$ cat config.mk
export PLATFORM = sky130hd
export DESIGN_NAME = day_cycle_clock_with_window
export DESIGN_NICKNAME = d
export VERILOG_FILES = /design/src/hdl/dcc_pkg.sv /design/src/hdl/dcc_count_cell.sv /design/src/hdl/dcc_window.sv /design/src/hdl/day_cycle_clock_with_window.sv
export SDC_FILE = /design/constraint.sdc
export NUM_CORES = 1
export LEC_CHECK = 0
export ABC_AREA = 0
export BUFFER_PORTS_ARGS = -buffer_cell sky130_fd_sc_hd__buf_2
export CORE_MARGIN = 2
export CORE_UTILIZATION = 60
export DETAILED_ROUTE_END_ITERATION = 16
export GPL_ROUTABILITY_DRIVEN = 0
export MAX_ROUTING_LAYER = met4
export PLACE_DENSITY = 0.87
export SYNTH_ARGS = -nofsm -noshare
export SYNTH_HDL_FRONTEND = slang
export SYNTH_SLANG_ARGS = --single-unit
$ cat constraint.sdc
create_clock -name aclk -period 7.37 [get_ports aclk]
set_input_delay 0.3685 -clock aclk [delete_from_list [all_inputs] [get_ports aclk]]
set_output_delay 0.3685 -clock aclk [all_outputs]
set_load 0.01 [all_outputs]
$ cat src/hdl/dcc_pkg.sv
`timescale 1ns / 1ps
`default_nettype none
// ----------------------------------------------------------------------------
// Day-cycle clock package
// Field widths, register indexes, opcodes and the small structs shared by the
// counter cells, the window unit and the top level.
// ----------------------------------------------------------------------------
package dcc_pkg;

    localparam int DAY_W    = 4;
    localparam int HOUR_W   = 5;
    localparam int MINUTE_W = 6;
    localparam int SECOND_W = 6;
    localparam int MOD_W    = 11;   // minutes of the day, with room for odd bounds

    localparam int SECONDS_PER_MINUTE = 60;
    localparam int MINUTES_PER_HOUR   = 60;
    localparam int HOURS_PER_DAY      = 24;

    localparam int CFG_INDEX_W = 3;
    localparam int CFG_DATA_W  = 6;

    localparam logic OP_TICK = 1'b0;
    localparam logic OP_SET  = 1'b1;

    typedef enum logic [CFG_INDEX_W-1:0] {
        REG_TIMER_ENABLE        = 3'd0,
        REG_WINDOW_DAY          = 3'd1,
        REG_WINDOW_START_HOUR   = 3'd2,
        REG_WINDOW_START_MINUTE = 3'd3,
        REG_WINDOW_END_HOUR     = 3'd4,
        REG_WINDOW_END_MINUTE   = 3'd5
    } dcc_reg_e_t;

    // Per-beat control handed to every counter cell.
    typedef struct packed {
        logic load;
        logic step;
    } dcc_ctrl_t;

    // Time as it will stand after the beat being accepted.
    typedef struct packed {
        logic [DAY_W-1:0]    day;
        logic [HOUR_W-1:0]   hour;
        logic [MINUTE_W-1:0] minute;
    } dcc_time_t;

    // Hour and minute folded into minutes of the day.
    function automatic logic [MOD_W-1:0] minutes_of_day(
        input logic [HOUR_W-1:0]   hour,
        input logic [MINUTE_W-1:0] minute
    );
        logic [MOD_W-1:0] scaled;
        scaled = MOD_W'(hour) * MOD_W'(MINUTES_PER_HOUR);
        return scaled + MOD_W'(minute);
    endfunction

endpackage
`default_nettype wire

$ cat src/hdl/dcc_count_cell.sv
`timescale 1ns / 1ps
`default_nettype none
// ----------------------------------------------------------------------------
// Counter cell
// One digit of the clock: counts modulo MODULUS, takes a carry from the
// cell below and passes one to the cell above, loads a saturated set value.
// ----------------------------------------------------------------------------
module dcc_count_cell #(
    parameter int WIDTH   = 6,
    parameter int MODULUS = 60
) (
    input  wire logic               aclk,
    input  wire logic               aresetn,
    input  wire dcc_pkg::dcc_ctrl_t ctrl,
    input  wire logic               carry_in,
    input  wire logic [WIDTH-1:0]   set_value,
    output logic      [WIDTH-1:0]   count_next,
    output logic                    carry_out
);

    localparam logic [WIDTH-1:0] LAST = WIDTH'(MODULUS - 1);

    logic [WIDTH-1:0] count_reg;
    logic             at_last;

    assign at_last   = (count_reg == LAST);
    assign carry_out = carry_in && at_last;

    always_comb begin
        priority if (ctrl.load) begin
            count_next = (set_value > LAST) ? LAST : set_value;
        end else if (ctrl.step && carry_in) begin
            count_next = at_last ? '0 : WIDTH'(count_reg + 1'b1);
        end else begin
            count_next = count_reg;
        end
    end

    always_ff @(posedge aclk) begin
        if (!aresetn) begin
            count_reg <= '0;
        end else begin
            count_reg <= count_next;
        end
    end

endmodule
`default_nettype wire

$ cat src/hdl/dcc_window.sv
`timescale 1ns / 1ps
`default_nettype none
// ----------------------------------------------------------------------------
// Window unit
// Holds the window registers and decides whether a time lies in the window.
// ----------------------------------------------------------------------------
module dcc_window (
    input  wire logic                               aclk,
    input  wire logic                               aresetn,
    input  wire logic                               cfg_write,
    input  wire logic [dcc_pkg::CFG_INDEX_W-1:0]    cfg_index,
    input  wire logic [dcc_pkg::CFG_DATA_W-1:0]     cfg_data,
    input  wire dcc_pkg::dcc_time_t                 time_next,
    output logic                                    window_active
);

    logic                           enable_reg;
    logic [dcc_pkg::DAY_W-1:0]      day_reg;
    logic [dcc_pkg::HOUR_W-1:0]     start_hour_reg;
    logic [dcc_pkg::MINUTE_W-1:0]   start_minute_reg;
    logic [dcc_pkg::HOUR_W-1:0]     end_hour_reg;
    logic [dcc_pkg::MINUTE_W-1:0]   end_minute_reg;

    logic [dcc_pkg::MOD_W-1:0] now_mod;
    logic [dcc_pkg::MOD_W-1:0] lo_mod;
    logic [dcc_pkg::MOD_W-1:0] hi_mod;

    always_ff @(posedge aclk) begin
        if (!aresetn) begin
            enable_reg       <= 1'b0;
            day_reg          <= '0;
            start_hour_reg   <= '0;
            start_minute_reg <= '0;
            end_hour_reg     <= '0;
            end_minute_reg   <= '0;
        end else if (cfg_write) begin
            unique case (dcc_pkg::dcc_reg_e_t'(cfg_index))
                dcc_pkg::REG_TIMER_ENABLE: begin
                    enable_reg <= cfg_data[0];
                end
                dcc_pkg::REG_WINDOW_DAY: begin
                    day_reg <= cfg_data[dcc_pkg::DAY_W-1:0];
                end
                dcc_pkg::REG_WINDOW_START_HOUR: begin
                    start_hour_reg <= cfg_data[dcc_pkg::HOUR_W-1:0];
                end
                dcc_pkg::REG_WINDOW_START_MINUTE: begin
                    start_minute_reg <= cfg_data[dcc_pkg::MINUTE_W-1:0];
                end
                dcc_pkg::REG_WINDOW_END_HOUR: begin
                    end_hour_reg <= cfg_data[dcc_pkg::HOUR_W-1:0];
                end
                dcc_pkg::REG_WINDOW_END_MINUTE: begin
                    end_minute_reg <= cfg_data[dcc_pkg::MINUTE_W-1:0];
                end
                default: begin
                    // Indexes past the register list are dropped.
                end
            endcase
        end
    end

    // Bounds are compared as minutes of the day, so the span is half open
    // and never wraps past midnight.
    assign now_mod = dcc_pkg::minutes_of_day(time_next.hour, time_next.minute);
    assign lo_mod  = dcc_pkg::minutes_of_day(start_hour_reg, start_minute_reg);
    assign hi_mod  = dcc_pkg::minutes_of_day(end_hour_reg, end_minute_reg);

    assign window_active = enable_reg && (time_next.day == day_reg)
                           && (now_mod >= lo_mod) && (now_mod < hi_mod);

endmodule
`default_nettype wire

$ cat src/hdl/day_cycle_clock_with_window.sv
`timescale 1ns / 1ps
`default_nettype none
// ----------------------------------------------------------------------------
// Day-cycle clock with on-window
// Wall clock of seconds, minutes, hours and a day index, with a daily window.
// ----------------------------------------------------------------------------
// The block takes one beat per clock cycle and returns exactly one result
// beat for each, in the cycle after acceptance; a stalled result waits in the
// output register while the next beat is still taken whenever that register
// is being emptied in the same cycle. A beat with tuser low is a one-second
// tick; with tuser high it loads day, hour, minute and second from tdata,
// each saturated to its top legal value. The clock is a row of four counter
// cells (second, minute, hour, day) that ripple a carry from one to the next;
// that carry row, followed by the window compare, is the one path between
// the input and the output register and sets the rate of one beat a cycle.
// The result carries the time after the beat and a flag that is high when
// the timer is enabled, the day matches the window day, and hour:minute lies
// in the half-open span from window start to window end. Window registers
// are written through the cfg port, ready whenever the block is out of reset;
// the user is to write them only while no beat is in flight, which the block
// does not enforce. Neither port takes anything while reset is held.
// ----------------------------------------------------------------------------
module day_cycle_clock_with_window #(
    parameter int DAYS_IN_CYCLE = 14
) (
    input  wire logic                               aclk,
    input  wire logic                               aresetn,
    // Input stream
    input  wire logic                               s_tvalid,
    output logic                                    s_tready,
    // tdata: set_day[3:0], set_hour[8:4], set_minute[14:9], set_second[20:15]
    input  wire logic [23:0]                        s_tdata,
    // tuser: opcode[0]
    input  wire logic                               s_tuser,
    // Result stream
    output logic                                    m_tvalid,
    input  wire logic                               m_tready,
    // tdata: day_now[3:0], hour_now[8:4], minute_now[14:9], second_now[20:15],
    //        window_active[21]
    output logic [23:0]                             m_tdata,
    // Configuration writes
    input  wire logic                               cfg_valid,
    output logic                                    cfg_ready,
    input  wire logic [dcc_pkg::CFG_INDEX_W-1:0]    cfg_index,
    input  wire logic [dcc_pkg::CFG_DATA_W-1:0]     cfg_data
);

    logic s_accept;
    logic m_accept;

    dcc_pkg::dcc_ctrl_t ctrl;

    logic [dcc_pkg::DAY_W-1:0]    day_next;
    logic [dcc_pkg::HOUR_W-1:0]   hour_next;
    logic [dcc_pkg::MINUTE_W-1:0] minute_next;
    logic [dcc_pkg::SECOND_W-1:0] second_next;

    logic carry_second;
    logic carry_minute;
    logic carry_hour;
    logic carry_day;

    dcc_pkg::dcc_time_t time_next;
    logic               window_next;

    logic        m_tvalid_reg;
    logic [23:0] m_tdata_reg;
    logic [23:0] m_tdata_next;

    // The output register frees up either when empty or when its beat leaves.
    // Nothing is taken while reset is held, since the counters ignore it then.
    assign s_tready = aresetn && (!m_tvalid_reg || m_tready);
    assign s_accept = s_tvalid && s_tready;
    assign m_accept = m_tvalid_reg && m_tready;

    assign ctrl.load = s_accept && (s_tuser == dcc_pkg::OP_SET);
    assign ctrl.step = s_accept && (s_tuser == dcc_pkg::OP_TICK);

    // The carry runs from seconds up to days within the cycle of the beat.
    dcc_count_cell #(
        .WIDTH   (dcc_pkg::SECOND_W),
        .MODULUS (dcc_pkg::SECONDS_PER_MINUTE)
    ) u_second (
        .aclk       (aclk),
        .aresetn    (aresetn),
        .ctrl       (ctrl),
        .carry_in   (1'b1),
        .set_value  (s_tdata[20:15]),
        .count_next (second_next),
        .carry_out  (carry_second)
    );

    dcc_count_cell #(
        .WIDTH   (dcc_pkg::MINUTE_W),
        .MODULUS (dcc_pkg::MINUTES_PER_HOUR)
    ) u_minute (
        .aclk       (aclk),
        .aresetn    (aresetn),
        .ctrl       (ctrl),
        .carry_in   (carry_second),
        .set_value  (s_tdata[14:9]),
        .count_next (minute_next),
        .carry_out  (carry_minute)
    );

    dcc_count_cell #(
        .WIDTH   (dcc_pkg::HOUR_W),
        .MODULUS (dcc_pkg::HOURS_PER_DAY)
    ) u_hour (
        .aclk       (aclk),
        .aresetn    (aresetn),
        .ctrl       (ctrl),
        .carry_in   (carry_minute),
        .set_value  (s_tdata[8:4]),
        .count_next (hour_next),
        .carry_out  (carry_hour)
    );

    dcc_count_cell #(
        .WIDTH   (dcc_pkg::DAY_W),
        .MODULUS (DAYS_IN_CYCLE)
    ) u_day (
        .aclk       (aclk),
        .aresetn    (aresetn),
        .ctrl       (ctrl),
        .carry_in   (carry_hour),
        .set_value  (s_tdata[3:0]),
        .count_next (day_next),
        .carry_out  (carry_day)
    );

    assign time_next.day    = day_next;
    assign time_next.hour   = hour_next;
    assign time_next.minute = minute_next;

    assign cfg_ready = aresetn;

    dcc_window u_window (
        .aclk          (aclk),
        .aresetn       (aresetn),
        .cfg_write     (cfg_valid && cfg_ready),
        .cfg_index     (cfg_index),
        .cfg_data      (cfg_data),
        .time_next     (time_next),
        .window_active (window_next)
    );

    // The day carry leaving the top cell wraps the cycle; nothing sits above
    // it, so it is masked off and the spare top bits of the result word stay zero.
    assign m_tdata_next = {1'b0, carry_day && 1'b0, window_next, second_next,
                           minute_next, hour_next, day_next};

    always_ff @(posedge aclk) begin
        if (!aresetn) begin
            m_tvalid_reg <= 1'b0;
        end else if (s_accept) begin
            m_tvalid_reg <= 1'b1;
        end else if (m_accept) begin
            m_tvalid_reg <= 1'b0;
        end
    end

    always_ff @(posedge aclk) begin
        if (s_accept) begin
            m_tdata_reg <= m_tdata_next;
        end
    end

    assign m_tvalid = m_tvalid_reg;
    assign m_tdata  = m_tdata_reg;

    // Every result the block shows holds a legal time.
    a_legal_time: assert property (@(posedge aclk) disable iff (!aresetn)
        m_tvalid |-> (m_tdata[20:15] < 6'(dcc_pkg::SECONDS_PER_MINUTE))
                  && (m_tdata[14:9] < 6'(dcc_pkg::MINUTES_PER_HOUR))
                  && (m_tdata[8:4] < 5'(dcc_pkg::HOURS_PER_DAY))
                  && (int'(m_tdata[3:0]) < DAYS_IN_CYCLE))
        else $error("result time out of range");

    // A tick that does not roll the minute over shows the stepped second and minute.
    a_tick_step: assert property (@(posedge aclk) disable iff (!aresetn)
        (ctrl.step && !carry_second) |=>
            (m_tdata[20:15] == 6'($past(second_next) ))
            && (m_tdata[14:9] == $past(minute_next)))
        else $error("tick did not advance the second");

    // An accepted beat always leaves a result waiting in the next cycle.
    a_result_follows: assert property (@(posedge aclk) disable iff (!aresetn)
        s_accept |=> m_tvalid)
        else $error("accepted beat produced no result");

endmodule
`default_nettype wire

* Yosys cells after proc, flatten, opt, wreduce, memory -nomap -nowiden *
Index checks and enable logic that the tools add are counted.

storage, ports and cells
  logic and storage cells = 81
  output and inout bits = 27
  register bits after elaboration = 71
  bits of input ports = 39

cells by class
  multiplexer cells = 18
  multipliers = 3
  eq/ne operators = 10
  reductions and logical operators = 24
  bitwise gates (word level) = 1
  add/sub/neg operators = 7
  $lt $le $gt $ge = 6

operators by type and width
  operator                                                             number
  6-bit 2-to-1 mux                                                     8
  11-bit by 6-bit adder with 11-bit output                             3
  5-bit by 4-bit multiplier with 9-bit output (second input constant)  3
  5-bit 2-to-1 mux                                                     4
  4-bit 2-to-1 mux                                                     4
  1-bit logical AND                                                    14
  6-bit by 1-bit adder with 6-bit output (second input constant)       2
  6-bit == test (second input constant)                                2
  6-bit greater-than comparator (second input constant)                2
  2-bit AND reduction                                                  6
  11-bit >= comparator                                                 1
  11-bit less-than comparator                                          1
  3-bit by 2-bit == test with 1-bit output (second input constant)     2
  3-bit == test (second input constant)                                2
  5-bit by 1-bit adder with 5-bit output (second input constant)       1
  5-bit == test (second input constant)                                1
  5-bit greater-than comparator (second input constant)                1
  4-bit by 1-bit adder with 4-bit output (second input constant)       1
  4-bit == test                                                        1
  4-bit == test (second input constant)                                1
  4-bit greater-than comparator (second input constant)                1
  3-bit by 1-bit == test with 1-bit output (second input constant)     1
  3-bit zero test                                                      1
  1-bit 2-to-1 mux                                                     2
  other kinds (4)                                                      4

* Longest topological paths before layout *
  word-level depth = 13
  depth in mapped cells = 25
  mapped depth without buffers = 24

* By module *
Synthesis repeated with hierarchy kept, for this count alone.

unflattened totals
  cells, all modules = 631
  area total of the unflattened synthesis = 5,960.7 µm²

by module, submodules not included
  module                          sequential area each (µm²)  times used  cells an instance  area each (µm²)
  dcc_window                      540.5                       1           413                3,717.3
  dcc_count_cell at u_minute ...  120.1                       2           55                 442.9
  day_cycle_clock_with_window     680.7                       1           36                 777.0
  dcc_count_cell at u_hour        100.1                       1           40                 325.3
  dcc_count_cell at u_day         80.1                        1           32                 255.2

* Worst setup path before layout *
OpenSTA, ideal clock, no wires.

  kind = register to register
  start = reg u_minute.count_reg[0]
  end = reg m_tdata_reg[21], in the netlist m_tdata[21], data pin
  library setup time = 150 ps
  clock period less this slack = 5,562 ps
  arrival = 5,412 ps
  path slack = 1,808 ps
  path buffers = 1
  stages on the path, launching flop included = 25
  data required time = 7,220 ps
  cell sequence = dfxtp_1 ha_1 nand4_2 or2_0 buf_2 nor3_1 mux2i_1 a21oi_1 inv_1 fa_1 fa_1 inv_1 fa_1 ha_1 nor2b_1 o21a_1 nand3_1 xnor2_1 ha_1 inv_1 o41ai_1 nand2_1 a221oi_1 o211ai_1 nor3_2

between the ends
  cells in the longest elaborated chain, start to end = 10
  elaborated cells between the ends (all ways) = 21
  those cells by class = 2 x add/sub; 1 x mul; 2 x order compare; 2 x eq/ne; 7 x mux; 7 x reduce/logical

RTL lines
  item                                             line                                RTL
  start: declaration                               dcc_count_cell.sv:23                logic [WIDTH-1:0] count_reg;
  start signal: assignment                         dcc_count_cell.sv:43                count_reg <= count_next;
  6-bit == test (*)                                dcc_count_cell.sv:26                assign at_last = (count_reg == LAST);
  1-bit logical AND (*)                            dcc_count_cell.sv:27                assign carry_out = carry_in && at_last;
  1-bit logical AND (*)                            dcc_count_cell.sv:32                end else if (ctrl.step && carry_in) begin
  5-bit 2-to-1 mux (*)                             dcc_count_cell.sv:32
  5-bit 2-to-1 mux (*)                             dcc_count_cell.sv:30                priority if (ctrl.load) begin
  named net hour_next, one bit                     day_cycle_clock_with_window.sv:54   logic [dcc_pkg::HOUR_W-1:0] hour_next;
  5-bit by 4-bit multiplier with 9-bit output (*)  dcc_pkg.sv:54                       scaled = MOD_W'(hour) * MOD_W'(MINUTES_PER_HOUR);
  11-bit by 6-bit adder with 11-bit output (*)     dcc_pkg.sv:55                       return scaled + MOD_W'(minute);
  11-bit >= comparator                             dcc_window.sv:70                    && (now_mod >= lo_mod) && (now_mod < hi_mod);
  1-bit logical AND                                dcc_window.sv:70
  1-bit logical AND (*)                            dcc_window.sv:70
  named net u_window.window_active                 dcc_window.sv:14                    output logic window_active
  end signal: assignment                           day_cycle_clock_with_window.sv:165  m_tdata_reg <= m_tdata_next;
  end: declaration                                 day_cycle_clock_with_window.sv:67   logic [23:0] m_tdata_reg;

Mark *: on every way through the listed nets, which the timed path passes. The rest lies on a longest branch.
A chain may end at the register's enable or synchronous reset.

* Worst setup path after layout *
  start = reg u_second.count_reg[0]
  end = reg m_tdata_reg[21], in the netlist m_tdata[21], data pin

between the ends
  cells in the longest elaborated chain, start to end = 10
  elaborated cells between the ends (all ways) = 20
  those cells by class = 1 x add/sub; 1 x mul; 2 x order compare; 2 x eq/ne; 6 x mux; 8 x reduce/logical

RTL lines
  item                                             line
  start: declaration                               dcc_count_cell.sv:23
  start signal: assignment                         dcc_count_cell.sv:43
  6-bit == test (*)                                dcc_count_cell.sv:26
  1-bit logical AND (*)                            dcc_count_cell.sv:27
  1-bit logical AND (*)                            dcc_count_cell.sv:32
  5-bit 2-to-1 mux (*)                             dcc_count_cell.sv:32
  5-bit 2-to-1 mux (*)                             dcc_count_cell.sv:30
  named net hour_next, one bit                     day_cycle_clock_with_window.sv:54
  5-bit by 4-bit multiplier with 9-bit output (*)  dcc_pkg.sv:54
  11-bit by 6-bit adder with 11-bit output (*)     dcc_pkg.sv:55
  11-bit >= comparator                             dcc_window.sv:70
  1-bit logical AND                                dcc_window.sv:70
  1-bit logical AND (*)                            dcc_window.sv:70
  named net u_window.window_active                 dcc_window.sv:14

Marks and branches as above.

==> impl_metrics.csv <==
group,metric,value,unit
detailed_routing,antenna_left,0,
worst_setup_path,cp_slowest_cell,"fa_1",
pwr,p_sw_share,31.89,%
worst_setup_path,r2r_slack,0.67,ns
worst_setup_path,crit_chain,"ha_1 > nand4_1 > nor3_1 > mux2i_1 > a21oi_1 > inv_1 > fa_1 > fa_1 > inv_1 > fa_1 > ha_1 > nor2b_1 > o21a_1 > nand3_1 > xnor2_1 > ha_1 > inv_1 > o41ai_1 > nand2_1 > a221oi_1 > o211ai_1 > nor3_2",
synth,synth_edf_count,22,
synth,ys.flop_type,"dfxtp_1",
synth,yosysSeqAreaShare,28.03,%
finish,seq_area,1642,µm²
pwr,p_switching,347.5,µW
finish,largest_reg_flops,22,
die,io_pins,66,
hold_path,hold_depth,3,
die,dieArea,10570,µm²
sta,skew,0.01121,ns
sta,maxSlewHeadroom,25.59,%
sta,rsz0062_at_grt,"false",
sta,fmax,149.1,MHz
die,start_util,60.76,%
clocking,cts_resized,0,
die,placementRows,36,
status,status,"complete, no violations",
detailed_routing,firstDrtPassIters,5,
finish,syn2layout_area_growth,9.699,%
global_routing,grt_usage,27.69,%
pwr,vdd_drop_max,0.0001352,V
clocking,clkLatencyLatePin,0.36,ns
pwr,power.density,169.6,nW/µm²
worst_setup_path,startpoint_type,"flop",
worst_setup_path,r2r_cells,22,
clocking,hold_buffers,0,
placement,io_buffer_count,60,
sta,tightest_slew,1.110,ns
sta,fin_tns_setup,0,ns
global_routing,grt_max_degree,34,
synth,netlist_instances,631,
pwr,p_leak,2.949,nW
pwr,p_seq_share,39.4,%
synth,yosys_register_bits,71,
hold_path,min_to,"m_tvalid$_SDFFE_PN0P_",
sta,hold_violations,0,
detailed_routing,post-route-drc-count,0,
die,die_width,102.8,µm
global_routing,grt_pass1_wl,22120,µm
global_routing,grt_pass1_vias,4831,
synth,async_reset_ff_share,0,%
clocking,clkTransAtPathRegs,0.08,ns
detailed_routing,wl_per_cell,16.61,µm
finish,num_antenna_cells,0,
run,cap_violations,0,
clocking,cts_tree,"done",
hold_path,hp-class,"in -> reg",
global_routing,gr-total-overflow,0,
clocking,cts-buffers-inserted,9,
worst_setup_path,worstSetupPathType,"reg -> reg",
placement,dp_hpwl,10650,µm
worst_setup_path,endpoint_kind,"flop",
synth,yosys_warnings,0,
sta,drv_slew,0,
worst_setup_path,r2r-end,"m_tdata[21]$_DFFE_PN_",
clocking,clk_path_buf_depth,2,
clocking,postCtsSetupBuffers,0,
synth,syn_area_per_cell,9.282,µm²
die,core-area,9639,µm²
clocking,cts_sinks,71,
worst_setup_path,critPathMaxFanout,11,
detailed_routing,via_per_inst,5.928,
global_routing,antenna_found_initial,0,
worst_setup_path,cp.arrival,6.91,ns
finish,drive_above_1_share,12.08,%
clocking,cts_root_buf,"clkbuf_8",
clocking,cts.htree.levels,3,
finish,fillers,758,
sta,hold_slack,0.2868,ns
pwr,p_comb_share,30.2,%
worst_setup_path,reg2reg_from,"u_second.count_reg[0]$_SDFF_PN0_",
hold_path,hold_start,"s_tvalid",
sta,setup_viol,0,
pwr,cellInternalPower,742.1,µW
finish,nets,817,
worst_setup_path,max_stage_delay,0.59,ns
sta,fin_crit_sh,90.98,%
synth,syn-cell-area,5857,µm²
detailed_routing,routed_wl,13620,µm
detailed_routing,vias,4861,
pwr,power.clock.fraction,30.4,%
sta,fin_crit,6.705,ns
synth,ys_types,65,
detailed_routing,drt_iter0_markers,271,
finish,multi_input_area,3842,µm²
die,die_h,102.8,µm
worst_setup_path,cp.required,7.57,ns
==> cell usage in the layout (no fill, tap or decap), types with 3 or more instances in the layout <==
| cell type | synthesis | layout |
|---|---|---|
| nor4_1 | 3 | 3 |
| o21a_1 | 6 | 6 |
| xor2_1 | 16 | 16 |
| or3_1 | 4 | 4 |
| and4_1 | 5 | 5 |
| xnor2_1 | 17 | 17 |
| a31oi_1 | 8 | 8 |
| fa_1 | 24 | 24 |
| and2_1 | 20 | 20 |
| nand2_1 | 22 | 22 |
| ha_1 | 72 | 72 |
| inv_1 | 70 | 70 |
| o21ai_0 | 14 | 14 |
| nor3_1 | 18 | 18 |
| dfxtp_1 | 49 | 49 |
| buf_2 | 4 | 60 |
| edfxtp_1 | 22 | 22 |
| nor2b_1 | 12 | 12 |
| clkbuf_8 | 0 | 9 |
| and3_1 | 3 | 3 |
| mux2i_1 | 33 | 33 |
| nand2b_1 | 7 | 7 |
| a21oi_1 | 26 | 26 |
| nand3_1 | 9 | 9 |
| o211ai_1 | 6 | 6 |
| nor2_1 | 62 | 62 |
| o31ai_1 | 6 | 6 |
| nand4_1 | 11 | 11 |
| nand3b_1 | 4 | 4 |
| a21o_1 | 13 | 13 |
| o311ai_0 | 4 | 4 |
==> routing by layer <==
metal | GRT usage (%) | part of all wire, %
met5 | - | 0
met4 | 10.93 | 2.6
met3 | 5.288 | 4.7
met2 | 49.12 | 52
met1 | 30.68 | 40
==> synthesized netlist by cell type (3+ instances only) <==
library cell / instances / area [µm²]
ha_1: 72 / 900.9
inv_1: 70 / 262.8
nor2_1: 62 / 232.7
dfxtp_1: 49 / 980.9
mux2i_1: 33 / 330.3
a21oi_1: 26 / 130.1
fa_1: 24 / 480.5
edfxtp_1: 22 / 660.6
nand2_1: 22 / 82.58
and2_1: 20 / 125.1
nor3_1: 18 / 90.09
xnor2_1: 17 / 148.9
xor2_1: 16 / 140.1
o21ai_0: 14 / 70.07
a21o_1: 13 / 97.59
nor2b_1: 12 / 75.07
clkbuf_1: 11 / 41.29
nand4_1: 11 / 68.82
nand3_1: 9 / 45.04
a31oi_1: 8 / 50.05
nand2b_1: 7 / 43.79
o211ai_1: 6 / 45.04
o21a_1: 6 / 45.04
o31ai_1: 6 / 45.04
and4_1: 5 / 43.79
buf_2: 4 / 20.02
nand3b_1: 4 / 30.03
o311ai_0: 4 / 35.03
or3_1: 4 / 25.02
and3_1: 3 / 18.77
buf_4: 3 / 22.52
nor4_1: 3 / 18.77
==> cell type report <==
class                   instances  area share (%)
inverters                      70           4.090
repair buffers                 61           4.791
well taps                     133           2.590
clock buffers                  11           2.045
clock inverters                 5           1.130
multi-input cells             469           59.81
flip-flops and latches         71           25.55
==> logic make-up (layout without fill, tap and decap cells) <==
family | after synthesis | count (layout) | share of synthesized area, %
buffers and inverters | 92 | 147 | 6.430
adders and majority gates | 96 | 96 | 23.58
other | 1 | 2 | 0.06403
AOI/OAI and AO/OA | 106 | 106 | 12.48
muxes | 34 | 34 | 5.832
and+or+nand+nor | 196 | 196 | 17.88
DFF | 71 | 71 | 28.03
xor gates and xnor gates | 35 | 35 | 5.704
==> worst max-delay path by stage <==
stage                                           startpoint               endpoint  slack (ns)  depth (start not counted)
after floorplan           u_minute.count_reg[0]$_SDFF_PN0_  m_tdata[21]$_DFFE_PN_        1.81                         24
after global placement                             aresetn  m_tdata[21]$_DFFE_PN_        1.05                         23
after detailed placement                           aresetn  m_tdata[21]$_DFFE_PN_        0.76                         23
after CTS                 u_second.count_reg[0]$_SDFF_PN0_  m_tdata[21]$_DFFE_PN_        0.79                         22
after global routing      u_second.count_reg[0]$_SDFF_PN0_  m_tdata[21]$_DFFE_PN_        0.36                         22
final                     u_second.count_reg[0]$_SDFF_PN0_  m_tdata[21]$_DFFE_PN_        0.67                         22
==> through the flow <==
stage          cells  power (mW)  setup WS (ns)  util (%)  cell area (µm²)
2_1_floorplan    632      0.6706          1.808         -             5861
3_3_place_gp     804      0.7312          1.051     64.54             6221
3_5_place_dp     804      0.7563         0.7570     64.54             6221
4_1_cts          820       1.086         0.7914     66.65             6425
5_1_grt          820       1.148         0.3614     66.65             6425
6_report         820       1.090         0.6651     66.65             6425
==> worst max-delay path: cells and delay by family (launching register included) <==
| family | cells | cell delay (ns) |
|---|---|---|
| flip-flops | 1 | 0.43 |
| AO/OA/AOI/OAI | 5 | 1.52 |
| XOR/XNOR | 1 | 0.18 |
| buffers and inverters | 3 | 0.31 |
| multiplexers | 1 | 0.14 |
| adder cells (fa/ha/maj) | 6 | 2.41 |
| AND/OR/NAND/NOR | 6 | 1.57 |
==> power by group through the flow <==
stage / clock network (mW) / registers (mW) / logic (mW)
2_1_floorplan: 0 / 0.438 / 0.232
3_3_place_gp: 0 / 0.437 / 0.295
3_5_place_dp: 0 / 0.438 / 0.318
4_1_cts: 0.336 / 0.429 / 0.321
5_1_grt: 0.348 / 0.431 / 0.369
6_report: 0.331 / 0.430 / 0.329
No activity file was read; power rests on OpenSTA's default activity.
